===== src/hdl/b64le_pkg.sv =====
// b64le_pkg: shared types, constants and the character table of the
// line wrapped base64 encoder. No dependencies.
package b64le_pkg;

  localparam int unsigned ByteW   = 8;
  localparam int unsigned CharW   = 7;
  localparam int unsigned SextW   = 6;
  localparam int unsigned LimitW  = 8;
  localparam int unsigned JobLen  = 6;
  localparam int unsigned IdxW    = 3;

  localparam logic [LimitW-1:0] LineLimitReset = 8'd76;

  localparam logic [CharW-1:0] ChCr  = 7'd13;
  localparam logic [CharW-1:0] ChLf  = 7'd10;
  localparam logic [CharW-1:0] ChPad = 7'd61;

  // one encoded group: characters in emission order, 4 or 6 of them
  typedef struct packed {
    logic [JobLen-1:0][CharW-1:0] chars;
    logic                         crlf;
  } job_t;

  // standard alphabet A-Z a-z 0-9 + /
  function automatic logic [CharW-1:0] enc_char(input logic [SextW-1:0] v);
    logic [CharW-1:0] c;
    begin
      if (v < 6'd26) begin
        c = 7'(v) + 7'd65;
      end else if (v < 6'd52) begin
        c = 7'(v) + 7'd71;
      end else if (v < 6'd62) begin
        c = 7'(v) - 7'd4;
      end else if (v == 6'd62) begin
        c = 7'd43;
      end else begin
        c = 7'd47;
      end
      return c;
    end
  endfunction

endpackage


===== src/hdl/b64le_ifs.sv =====
// b64le_ifs: valid/ready channel interfaces for bytes in and characters out.
// Depends on b64le_pkg.
interface b64le_byte_if;
  import b64le_pkg::*;
  logic             valid;
  logic             ready;
  logic [ByteW-1:0] data_byte;
  logic             end_of_data;

  modport source (output valid, output data_byte, output end_of_data, input ready);
  modport sink   (input valid, input data_byte, input end_of_data, output ready);
endinterface

interface b64le_char_if;
  import b64le_pkg::*;
  logic             valid;
  logic             ready;
  logic [CharW-1:0] out_char;
  logic             last_char;

  modport source (output valid, output out_char, output last_char, input ready);
  modport sink   (input valid, input out_char, input last_char, output ready);
endinterface


===== src/hdl/b64le_front.sv =====
// b64le_front: accepts bytes, gathers groups, tracks the line count and
// builds one character job per finished group. Depends on b64le_pkg.
module b64le_front (
  input  logic                          clk_i,
  input  logic                          rst_ni,
  input  logic                          cfg_we_i,
  input  logic [b64le_pkg::LimitW-1:0]  cfg_wdata_i,
  input  logic                          in_valid_i,
  output logic                          in_ready_o,
  input  logic [b64le_pkg::ByteW-1:0]   in_byte_i,
  input  logic                          in_last_i,
  output logic                          push_o,
  output b64le_pkg::job_t               push_job_o,
  input  logic                          q_full_i
);
  import b64le_pkg::*;

  logic [LimitW-1:0]  limit_q;
  logic [2*ByteW-1:0] held_q, held_d;
  logic [1:0]         cnt_q, cnt_d;
  logic [LimitW-1:0]  line_q, line_d;

  logic               acc;
  logic               emit;
  logic [3:0]         nchar;
  logic [LimitW:0]    sum;
  logic               crlf;
  logic [23:0]        g;
  job_t               job;

  assign in_ready_o = !q_full_i;
  assign acc        = in_valid_i && in_ready_o;
  assign emit       = (cnt_q == 2'd2) || in_last_i;
  assign g          = {held_q, in_byte_i};

  always_comb begin
    if (cnt_q == 2'd2) begin
      nchar = 4'd4;
    end else if (cnt_q == 2'd1) begin
      nchar = 4'd3;
    end else begin
      nchar = 4'd2;
    end
  end

  assign sum  = {1'b0, line_q} + (LimitW+1)'(nchar);
  assign crlf = sum >= {1'b0, limit_q};

  always_comb begin
    job.crlf = crlf;
    for (int i = 0; i < JobLen; i++) begin
      job.chars[i] = ChPad;
    end
    if (cnt_q == 2'd2) begin
      job.chars[0] = enc_char(g[23:18]);
      job.chars[1] = enc_char(g[17:12]);
      job.chars[2] = enc_char(g[11:6]);
      job.chars[3] = enc_char(g[5:0]);
      job.chars[4] = ChCr;
      job.chars[5] = ChLf;
    end else if (cnt_q == 2'd1) begin
      job.chars[0] = enc_char(g[15:10]);
      job.chars[1] = enc_char(g[9:4]);
      job.chars[2] = enc_char({g[3:0], 2'b00});
      job.chars[3] = crlf ? ChCr : ChPad;
      job.chars[4] = ChLf;
      job.chars[5] = ChPad;
    end else begin
      job.chars[0] = enc_char(g[7:2]);
      job.chars[1] = enc_char({g[1:0], 4'b0000});
      job.chars[2] = crlf ? ChCr : ChPad;
      job.chars[3] = crlf ? ChLf : ChPad;
    end
  end

  assign push_o     = acc && emit;
  assign push_job_o = job;

  always_comb begin
    held_d = held_q;
    cnt_d  = cnt_q;
    line_d = line_q;
    if (acc) begin
      if (emit) begin
        line_d = crlf ? '0 : sum[LimitW-1:0];
        held_d = '0;
        cnt_d  = '0;
      end else begin
        held_d = {held_q[ByteW-1:0], in_byte_i};
        cnt_d  = cnt_q + 2'd1;
      end
      if (in_last_i) begin
        held_d = '0;
        cnt_d  = '0;
        line_d = '0;
      end
    end
  end

  always_ff @(posedge clk_i or negedge rst_ni) begin
    if (!rst_ni) begin
      limit_q <= LineLimitReset;
      held_q  <= '0;
      cnt_q   <= '0;
      line_q  <= '0;
    end else begin
      if (cfg_we_i) begin
        limit_q <= cfg_wdata_i;
      end
      held_q <= held_d;
      cnt_q  <= cnt_d;
      line_q <= line_d;
    end
  end

endmodule


===== src/hdl/b64le_queue.sv =====
// b64le_queue: two entry job queue between front and back.
// Depends on b64le_pkg.
module b64le_queue (
  input  logic            clk_i,
  input  logic            rst_ni,
  input  logic            push_i,
  input  b64le_pkg::job_t push_job_i,
  output logic            full_o,
  input  logic            pop_i,
  output logic            valid_o,
  output b64le_pkg::job_t head_o
);
  import b64le_pkg::*;

  job_t       mem_q [2];
  logic       wr_q, rd_q;
  logic [1:0] cnt_q;

  assign full_o  = cnt_q == 2'd2;
  assign valid_o = cnt_q != 2'd0;
  assign head_o  = mem_q[rd_q];

  always_ff @(posedge clk_i) begin
    if (push_i) begin
      mem_q[wr_q] <= push_job_i;
    end
  end

  always_ff @(posedge clk_i or negedge rst_ni) begin
    if (!rst_ni) begin
      wr_q  <= 1'b0;
      rd_q  <= 1'b0;
      cnt_q <= '0;
    end else begin
      if (push_i) begin
        wr_q <= !wr_q;
      end
      if (pop_i) begin
        rd_q <= !rd_q;
      end
      cnt_q <= cnt_q + 2'(push_i) - 2'(pop_i);
    end
  end

endmodule


===== src/hdl/b64le_back.sv =====
// b64le_back: walks the head job into the output register one character per
// cycle while the output is not stalled. Depends on b64le_pkg.
module b64le_back (
  input  logic                         clk_i,
  input  logic                         rst_ni,
  input  logic                         q_valid_i,
  input  b64le_pkg::job_t              q_head_i,
  output logic                         q_pop_o,
  output logic                         out_valid_o,
  input  logic                         out_ready_i,
  output logic [b64le_pkg::CharW-1:0]  out_char_o,
  output logic                         out_last_o
);
  import b64le_pkg::*;

  logic [IdxW-1:0]  idx_q, idx_d;
  logic             ovalid_q, ovalid_d;
  logic [CharW-1:0] char_q;
  logic             last_q;

  logic             adv;
  logic             take;
  logic             is_last;

  assign adv     = !ovalid_q || out_ready_i;
  assign take    = adv && q_valid_i;
  assign is_last = q_head_i.crlf ? (idx_q == IdxW'(JobLen - 1)) : (idx_q == IdxW'(3));
  assign q_pop_o = take && is_last;

  always_comb begin
    idx_d    = idx_q;
    ovalid_d = ovalid_q;
    if (adv) begin
      ovalid_d = q_valid_i;
    end
    if (take) begin
      idx_d = is_last ? '0 : idx_q + IdxW'(1);
    end
  end

  always_ff @(posedge clk_i) begin
    if (take) begin
      char_q <= q_head_i.chars[idx_q];
      last_q <= is_last;
    end
  end

  always_ff @(posedge clk_i or negedge rst_ni) begin
    if (!rst_ni) begin
      idx_q    <= '0;
      ovalid_q <= 1'b0;
    end else begin
      idx_q    <= idx_d;
      ovalid_q <= ovalid_d;
    end
  end

  assign out_valid_o = ovalid_q;
  assign out_char_o  = char_q;
  assign out_last_o  = last_q;

endmodule


===== src/hdl/base64_line_wrapped_encoder_top.sv =====
// Base64 encoder with CR LF line wrapping, one byte in, one character out.
// in_i carries data_byte and end_of_data; a transaction is valid && ready.
// out_o carries out_char and last_char; last_char marks the final character
// caused by one input byte. A byte that does not close a group or the buffer
// produces no characters. cfg_we_i/cfg_wdata_i write line_limit (reset 76);
// write it only while the block is idle.
// The byte that finishes a group pushes its job into the queue; the back
// then loads the first character of the queue head into the output register.
// The output runs at one character per cycle while the receiver takes them
// and a job is queued, set by the single character register at the back;
// three bytes give four characters, or six when a line break follows. A
// two entry job queue lets bytes keep coming in while a group is still being
// sent. When the receiver stalls the output register holds its character
// and the queue fills; in_i.ready drops once the queue holds two jobs, the
// one being sent included.
// Reset clears the held bytes, the line count, the queue and the output
// valid, and restores line_limit to 76.
// Depends on b64le_pkg, b64le_ifs, b64le_front, b64le_queue, b64le_back.
module base64_line_wrapped_encoder_top (
  input  logic                         clk_i,
  input  logic                         rst_ni,
  input  logic                         cfg_we_i,
  input  logic [b64le_pkg::LimitW-1:0] cfg_wdata_i,
  b64le_byte_if.sink                   in_i,
  b64le_char_if.source                 out_o
);
  import b64le_pkg::*;

  logic push;
  job_t push_job;
  logic q_full;
  logic q_pop;
  logic q_valid;
  job_t q_head;

  b64le_front u_front (
    .clk_i       (clk_i),
    .rst_ni      (rst_ni),
    .cfg_we_i    (cfg_we_i),
    .cfg_wdata_i (cfg_wdata_i),
    .in_valid_i  (in_i.valid),
    .in_ready_o  (in_i.ready),
    .in_byte_i   (in_i.data_byte),
    .in_last_i   (in_i.end_of_data),
    .push_o      (push),
    .push_job_o  (push_job),
    .q_full_i    (q_full)
  );

  b64le_queue u_queue (
    .clk_i      (clk_i),
    .rst_ni     (rst_ni),
    .push_i     (push),
    .push_job_i (push_job),
    .full_o     (q_full),
    .pop_i      (q_pop),
    .valid_o    (q_valid),
    .head_o     (q_head)
  );

  b64le_back u_back (
    .clk_i       (clk_i),
    .rst_ni      (rst_ni),
    .q_valid_i   (q_valid),
    .q_head_i    (q_head),
    .q_pop_o     (q_pop),
    .out_valid_o (out_o.valid),
    .out_ready_i (out_o.ready),
    .out_char_o  (out_o.out_char),
    .out_last_o  (out_o.last_char)
  );

endmodule

===== src/flat_wrapper.sv =====
// flat-port wrapper written by rule: the top's interface ports become plain ports
module base64_line_wrapped_encoder_top_flat import b64le_pkg::*;
  (clk_i, rst_ni, cfg_we_i, cfg_wdata_i, in_i_valid, in_i_data_byte, in_i_end_of_data, in_i_ready, out_o_valid, out_o_out_char, out_o_last_char, out_o_ready);
  b64le_byte_if in_i_i ();
  b64le_char_if out_o_i ();
  input  logic clk_i;
  input  logic rst_ni;
  input  logic cfg_we_i;
  input  logic [b64le_pkg::LimitW-1:0] cfg_wdata_i;
  input wire logic [$bits(in_i_i.valid)-1:0] in_i_valid;
  input wire logic [$bits(in_i_i.data_byte)-1:0] in_i_data_byte;
  input wire logic [$bits(in_i_i.end_of_data)-1:0] in_i_end_of_data;
  output wire logic [$bits(in_i_i.ready)-1:0] in_i_ready;
  output wire logic [$bits(out_o_i.valid)-1:0] out_o_valid;
  output wire logic [$bits(out_o_i.out_char)-1:0] out_o_out_char;
  output wire logic [$bits(out_o_i.last_char)-1:0] out_o_last_char;
  input wire logic [$bits(out_o_i.ready)-1:0] out_o_ready;
  assign in_i_i.valid = in_i_valid;
  assign in_i_i.data_byte = in_i_data_byte;
  assign in_i_i.end_of_data = in_i_end_of_data;
  assign in_i_ready = in_i_i.ready;
  assign out_o_valid = out_o_i.valid;
  assign out_o_out_char = out_o_i.out_char;
  assign out_o_last_char = out_o_i.last_char;
  assign out_o_i.ready = out_o_ready;
  base64_line_wrapped_encoder_top u_core (.clk_i(clk_i), .rst_ni(rst_ni), .cfg_we_i(cfg_we_i), .cfg_wdata_i(cfg_wdata_i), .in_i(in_i_i), .out_o(out_o_i));
endmodule

===== config.mk =====
export PLATFORM = sky130hd
export DESIGN_NAME = base64_line_wrapped_encoder_top_flat
export DESIGN_NICKNAME = d
export VERILOG_FILES = /design/src/hdl/b64le_pkg.sv /design/src/hdl/b64le_ifs.sv /design/src/hdl/b64le_front.sv /design/src/hdl/b64le_queue.sv /design/src/hdl/b64le_back.sv /design/src/hdl/base64_line_wrapped_encoder_top.sv /design/src/flat_wrapper.sv
export SDC_FILE = /design/constraint.sdc
export NUM_CORES = 1
export LEC_CHECK = 0
export BUFFER_PORTS_ARGS = -buffer_cell sky130_fd_sc_hd__buf_2
export CORE_AREA = 2 2 155 157
export DETAILED_ROUTE_END_ITERATION = 12
export DIE_AREA = 0 0 157 159
export SLEW_MARGIN = 20
export SYNTH_ARGS = -nofsm -noshare
export SYNTH_HDL_FRONTEND = slang
export SYNTH_HIERARCHICAL = 1
export SYNTH_SLANG_ARGS = --single-unit

===== constraint.sdc =====
create_clock -name clk_i -period 11.4 [get_ports clk_i]
set_input_delay 1.14 -clock clk_i [delete_from_list [all_inputs] [get_ports clk_i]]
set_output_delay 1.14 -clock clk_i [all_outputs]
set_load 0.01 [all_outputs]

After elaboration in Yosys (flattened, before gate mapping)
Memory sizes are Yosys's and may differ from the RTL's.
Index checks and enable logic that the tools add are counted.
- flip-flop bits (word level): 50
- memory bits (writable): 84
- bits of input ports: 22
- output and inout port bits: 10
- memories kept: 1
- memory list (name ; words ; bits a word ; read ports ; clocked after Yosys merged registers in ; wr ports ; line ; text):
    u_core.u_queue.mem_q ; 2 ; 42 ; 1 ; 0 ; 1 ; b64le_queue.sv:15 ; job_t mem_q [2];
- add/sub/neg operators: 32
- magnitude comparators: 29
- eq/ne operators: 12
- mux-type cells: 54
- reduce and logical (&&, ||, !) cells: 13
- operator list (operator ; count):
    7-bit 2-to-1 mux ; 28
    6-bit by 7-bit adder with 7-bit output (second input constant) ; 18
    6-bit less-than comparator (second input constant) ; 18
    6-bit by 3-bit subtractor with 7-bit output (second input constant) ; 9
    6-bit by 5-bit less-than comparator with 1-bit output (second input constant) ; 9
    6-bit equality test (second input constant) ; 7
    41-bit 2-to-1 mux ; 1
    16-bit 2-to-1 mux ; 2
    27-bit 2-to-1 mux ; 1
    3-bit 2-to-1 mux ; 8
    8-bit 2-to-1 mux ; 3
    7-bit binary-select mux with 3-bit select ; 1
    6-bit 2-to-1 mux ; 3
    8-bit by 4-bit adder with 9-bit output ; 1
    9-bit by 8-bit >= comparator with 1-bit output ; 1
    2-bit equality test (second input constant) ; 2
    1-bit logical AND ; 4
    1-bit zero test ; 4
    3-bit by 4-bit less-than comparator with 1-bit output (second input constant) ; 1
    1-bit 2-to-1 mux ; 4
    2-bit 2-to-1 mux ; 2
    4-bit 2-to-1 mux ; 1
    2-bit nonzero test ; 2
    3-bit by 1-bit adder with 3-bit output (second input constant) ; 1
    8 further kinds ; 9

Depth between registers and ports, before layout
- depth after elaboration: 8
- mapped depth: 18
- mapped depth without buffers: 15

Modules after synthesis
Netlist, hierarchy kept.
- by module, submodules not included (module ; times used ; cells each ; area an instance (um^2)):
    b64le_front ; 1 ; 668 ; 4830.9
    b64le_queue ; 1 ; 149 ; 3503.4
    b64le_back ; 1 ; 71 ; 842.1

Worst setup path before layout
OpenSTA, ideal clock, no wires.
- path kind: in2reg
- start point: input in_i_end_of_data
- end point: memory u_core/u_queue/mem_q[0][0] in the netlist's numbering (enable)
- data arrival time: 3.831 ns
- slack: 7.120 ns
- stages on the path: 4
- path through: clkbuf_1 -> o211ai_1 -> inv_1 -> nor2b_1
- longest elaborated chain between the ends: 4
- ends and longest elaborated chain (item ; line ; text):
    from (decl) ; flat_wrapper.sv:12 ; input wire logic [$bits(in_i_i.end_of_data)-1:0] in_i_end_of_data;
    1-bit logical OR ; b64le_front.sv:33 ; assign emit = (cnt_q == 2'd2) || in_last_i;
    1-bit logical AND ; b64le_front.sv:76 ; assign push_o = acc && emit;
    via u_core.push ; base64_line_wrapped_encoder_top.sv:29 ; logic push;
    1-bit 2-to-1 mux ; b64le_queue.sv:24 ; if (push_i) begin
    1-bit 2-to-1 mux (implied by the code) ; b64le_queue.sv:25 ; mem_q[wr_q] <= push_job_i;
    to (decl) ; b64le_queue.sv:15 ;
The timed path passes the listed nets, and every way through them passes these cells.

==> results.cfg <==
[status]
status = finished clean

[sta]
slew_violations = 0
holdWs_ps = 522
post-route-min-period_ps = 4040
hold_viol_final = 0
fmax_mhz = 247
finalSetupTns_ps = 0
setup_viol = 0
fin_crit_sh = 0.355
max_slew_margin = 0.346
tightest_slew_ps = 979
finClkSkew_ps = 13.7
rsz0062_at_grt = false

[detailed_routing]
routed_wl_um = 22400
vias = 6930
drt-pass1-iter-count = 5
detail-route-antenna-nets = 0
route.detailed.drc = 0
avgViaCountPerCell = 5.72
wl_per_cell_um = 18.5
first_iter_violations = 612

[critical_path]
cp_max_fo = 10
criticalPathCategory = reg -> reg
crit_required_ps = 11520
slowest_stage = nor4b_1
cp_slowest_stage_delay_ps = 560
arrival_ps = 4160
end_kind = flip-flop
worst_setup_path_start_kind = flip-flop
path_cells = inv_1 > ha_1 > ha_1 > ha_1 > nand2b_1 > a21oi_1 > nor4b_1 > xor2_1 > ha_1 > a211o_1 > a21oi_1 > o21ai_0 > a311o_1 > a21oi_1 > a21oi_1
r2r_slack_ps = 7360

[placed_design]
gp_congestion = 0.887
io_buffer_count = 31
placed_cells = 1180
dpl.hpwl_um = 15600

[logic_synthesis]
synthMuxAreaShare = 0.0963
post_synth_xor_area_fraction = 0.0312
synth_top_family_by_area = compound AO/OA/AOI/OAI gates
synthSimpleGateAreaFrac = 0.124
synthFlopType = edfxtp_1
yosysWarnings = 6
synth_seq_cells = 136
synth_fa_ha_area_frac = 0.0785
synth_edf_count = 94
yosysUniqueCellTypes = 69
syn_avg_cell_area_sq_um = 10.3
synth_compound_area_frac = 0.183
postSynthCellCount = 888
seq_area_frac_synth = 0.423
async_flop_share = 0.309
syn_area_sq_um = 9180

[clocking]
cts_made_buffers = 17
clk_latency_ps = 420
cts_resized = 0
path_clk_slew_ps = 60
cts_tree = yes
cts_sinks = 136
cts-root-buf = clkbuf_16
cts_htree_levels = 4
clock_path_buffers = 2
cts_setup_buffers = 0
postCtsHoldBufs = 0

[final_layout]
syn_to_final_growth_pct = 8.63
layout_commonest_cell = edfxtp_1
instances_no_fill = 1212
nets = 959
layout_common_cells = edfxtp_1 (94), nand2_1 (75), o21ai_0 (63)
drive_above_1_share = 0.149
diodes = 0

[job]
maxCapViolCount = 0

[grt]
grt_use_total = 0.182
grt_pass1_wl_um = 35700
grt_pass1_vias = 6416
antenna_found_initial = 0
grt-ovfl-total = 0
grt_max_degree = 45

[pwr]
cellPowerDensity_nw_per_um2 = 241
power_leakage_nw = 3.89
irDropWorstVdd_mv = 0.111

[floorplan]
pin_count = 32
num_rows = 56
die_y_um = 159
initial_core_util = 0.396
dieArea_sq_um = 25000
die_w_um = 157
core_sq_um = 23200

[hold_path]
min_path_type = reg -> reg
-- cell families after synthesis --
| logic type | Yosys count |
|---|---|
| AOI/OAI and AO/OA | 256 |
| and+or+nand+nor | 226 |
| DFF | 136 |
| buffers and inverters | 112 |
| muxes | 68 |
| adders and majority gates | 57 |
| xor gates and xnor gates | 31 |
| other | 2 |
-- worst max-delay path: cells and delay by family, from the launching register on --
kind            cells  cell delay (ps)
compound gates      7             1490
fa+ha+maj           4              890
simple gates        2              670
flops               1              400
xor+xnor            1              210
buf+inv             1               90
-- final timing paths --
path | start | endpoint | cells past startpoint
worst max register to register | u_core/u_front/cnt_q[1] | u_core/u_queue/mem_q[1][23] | 15
max in group asynchronous | rst_ni | u_core/u_queue/rd_q | 2
worst min register to register | u_core/u_front/line_q[0] | u_core/u_front/line_q[0] | 1
worst min-delay path | u_core/u_front/line_q[0] | u_core/u_front/line_q[0] | 1
worst max-delay path | u_core/u_front/cnt_q[1] | u_core/u_queue/mem_q[1][23] | 15
min in group asynchronous | rst_ni | u_core/u_front/held_q[5] | 2
-- where the power goes --
| group | leakage (nW) | internal, mW | switching, mW |
|---|---|---|---|
| clock network | 0.293 | 0.331 | 0.220 |
| registers | 1.36 | 0.717 | 0.104 |
| logic | 2.23 | 0.424 | 0.612 |
-- flip-flops by register name, indices dropped and copies added, names as in the netlist --
register                   cells
u_core/u_queue/mem_q          86
u_core/u_front/held_q         16
u_core/u_front/limit_q         8
u_core/u_front/line_q          8
u_core/u_back/out_char_o       7
u_core/u_back/idx_q            3
u_core/u_front/cnt_q           2
u_core/u_queue/cnt_q           2
u_core/u_back/out_last_o       1
u_core/u_back/out_valid_o      1
u_core/u_queue/rd_q            1
u_core/u_queue/wr_q            1
-- Yosys cell counts, types with 10 or more instances --
library cell,n,area share
nand3_1,13,0.0071
a31oi_1,10,0.0068
nand2_1,75,0.031
a21o_1,14,0.011
a211oi_1,12,0.0098
o21ai_0,63,0.034
dfrtp_1,39,0.11
mux2_4,39,0.064
nor2b_1,12,0.0082
nand4_1,10,0.0068
or3_1,10,0.0068
nor2_1,36,0.015
nand2b_1,16,0.011
a21oi_1,60,0.033
mux2i_1,23,0.025
xnor2_1,22,0.021
inv_1,44,0.018
edfxtp_1,94,0.31
o311ai_0,14,0.013
buf_4,11,0.0090
ha_1,56,0.076
nor3_1,21,0.011
clkbuf_1,35,0.014
-- metal layers --
metal,vias to the layer above,GRT usage,share of wire
met5,-,0,0
met4,0,0.0601,0.013
met3,20,0.0237,0.053
met2,240,0.274,0.46
met1,3386,0.270,0.48
li1,3284,-,-
-- cell type report --
class                   instances  area [sq um]
clock buffers                  22           487
repair buffers                 36           193
multi-input cells             642          4730
flip-flops and latches        136          3880
inverters                      47           176
fillers                      2227         13200
clock inverters                10           103
well taps                     319           399
-- metrics by stage --
step | total power, mW | cell area, sq um | worst slack, ps | util
4_1_cts | 2.41 | 9970 | 7370 | 0.430
5_1_grt | 2.56 | 9970 | 6960 | 0.430
2_1_floorplan | 1.63 | 9180 | 7120 | -
6_report | 2.41 | 9970 | 7360 | 0.430
3_3_place_gp | 1.85 | 9380 | 7490 | 0.404
3_5_place_dp | 1.86 | 9380 | 7410 | 0.404
Note: power is estimated with default switching activity, not from simulation.
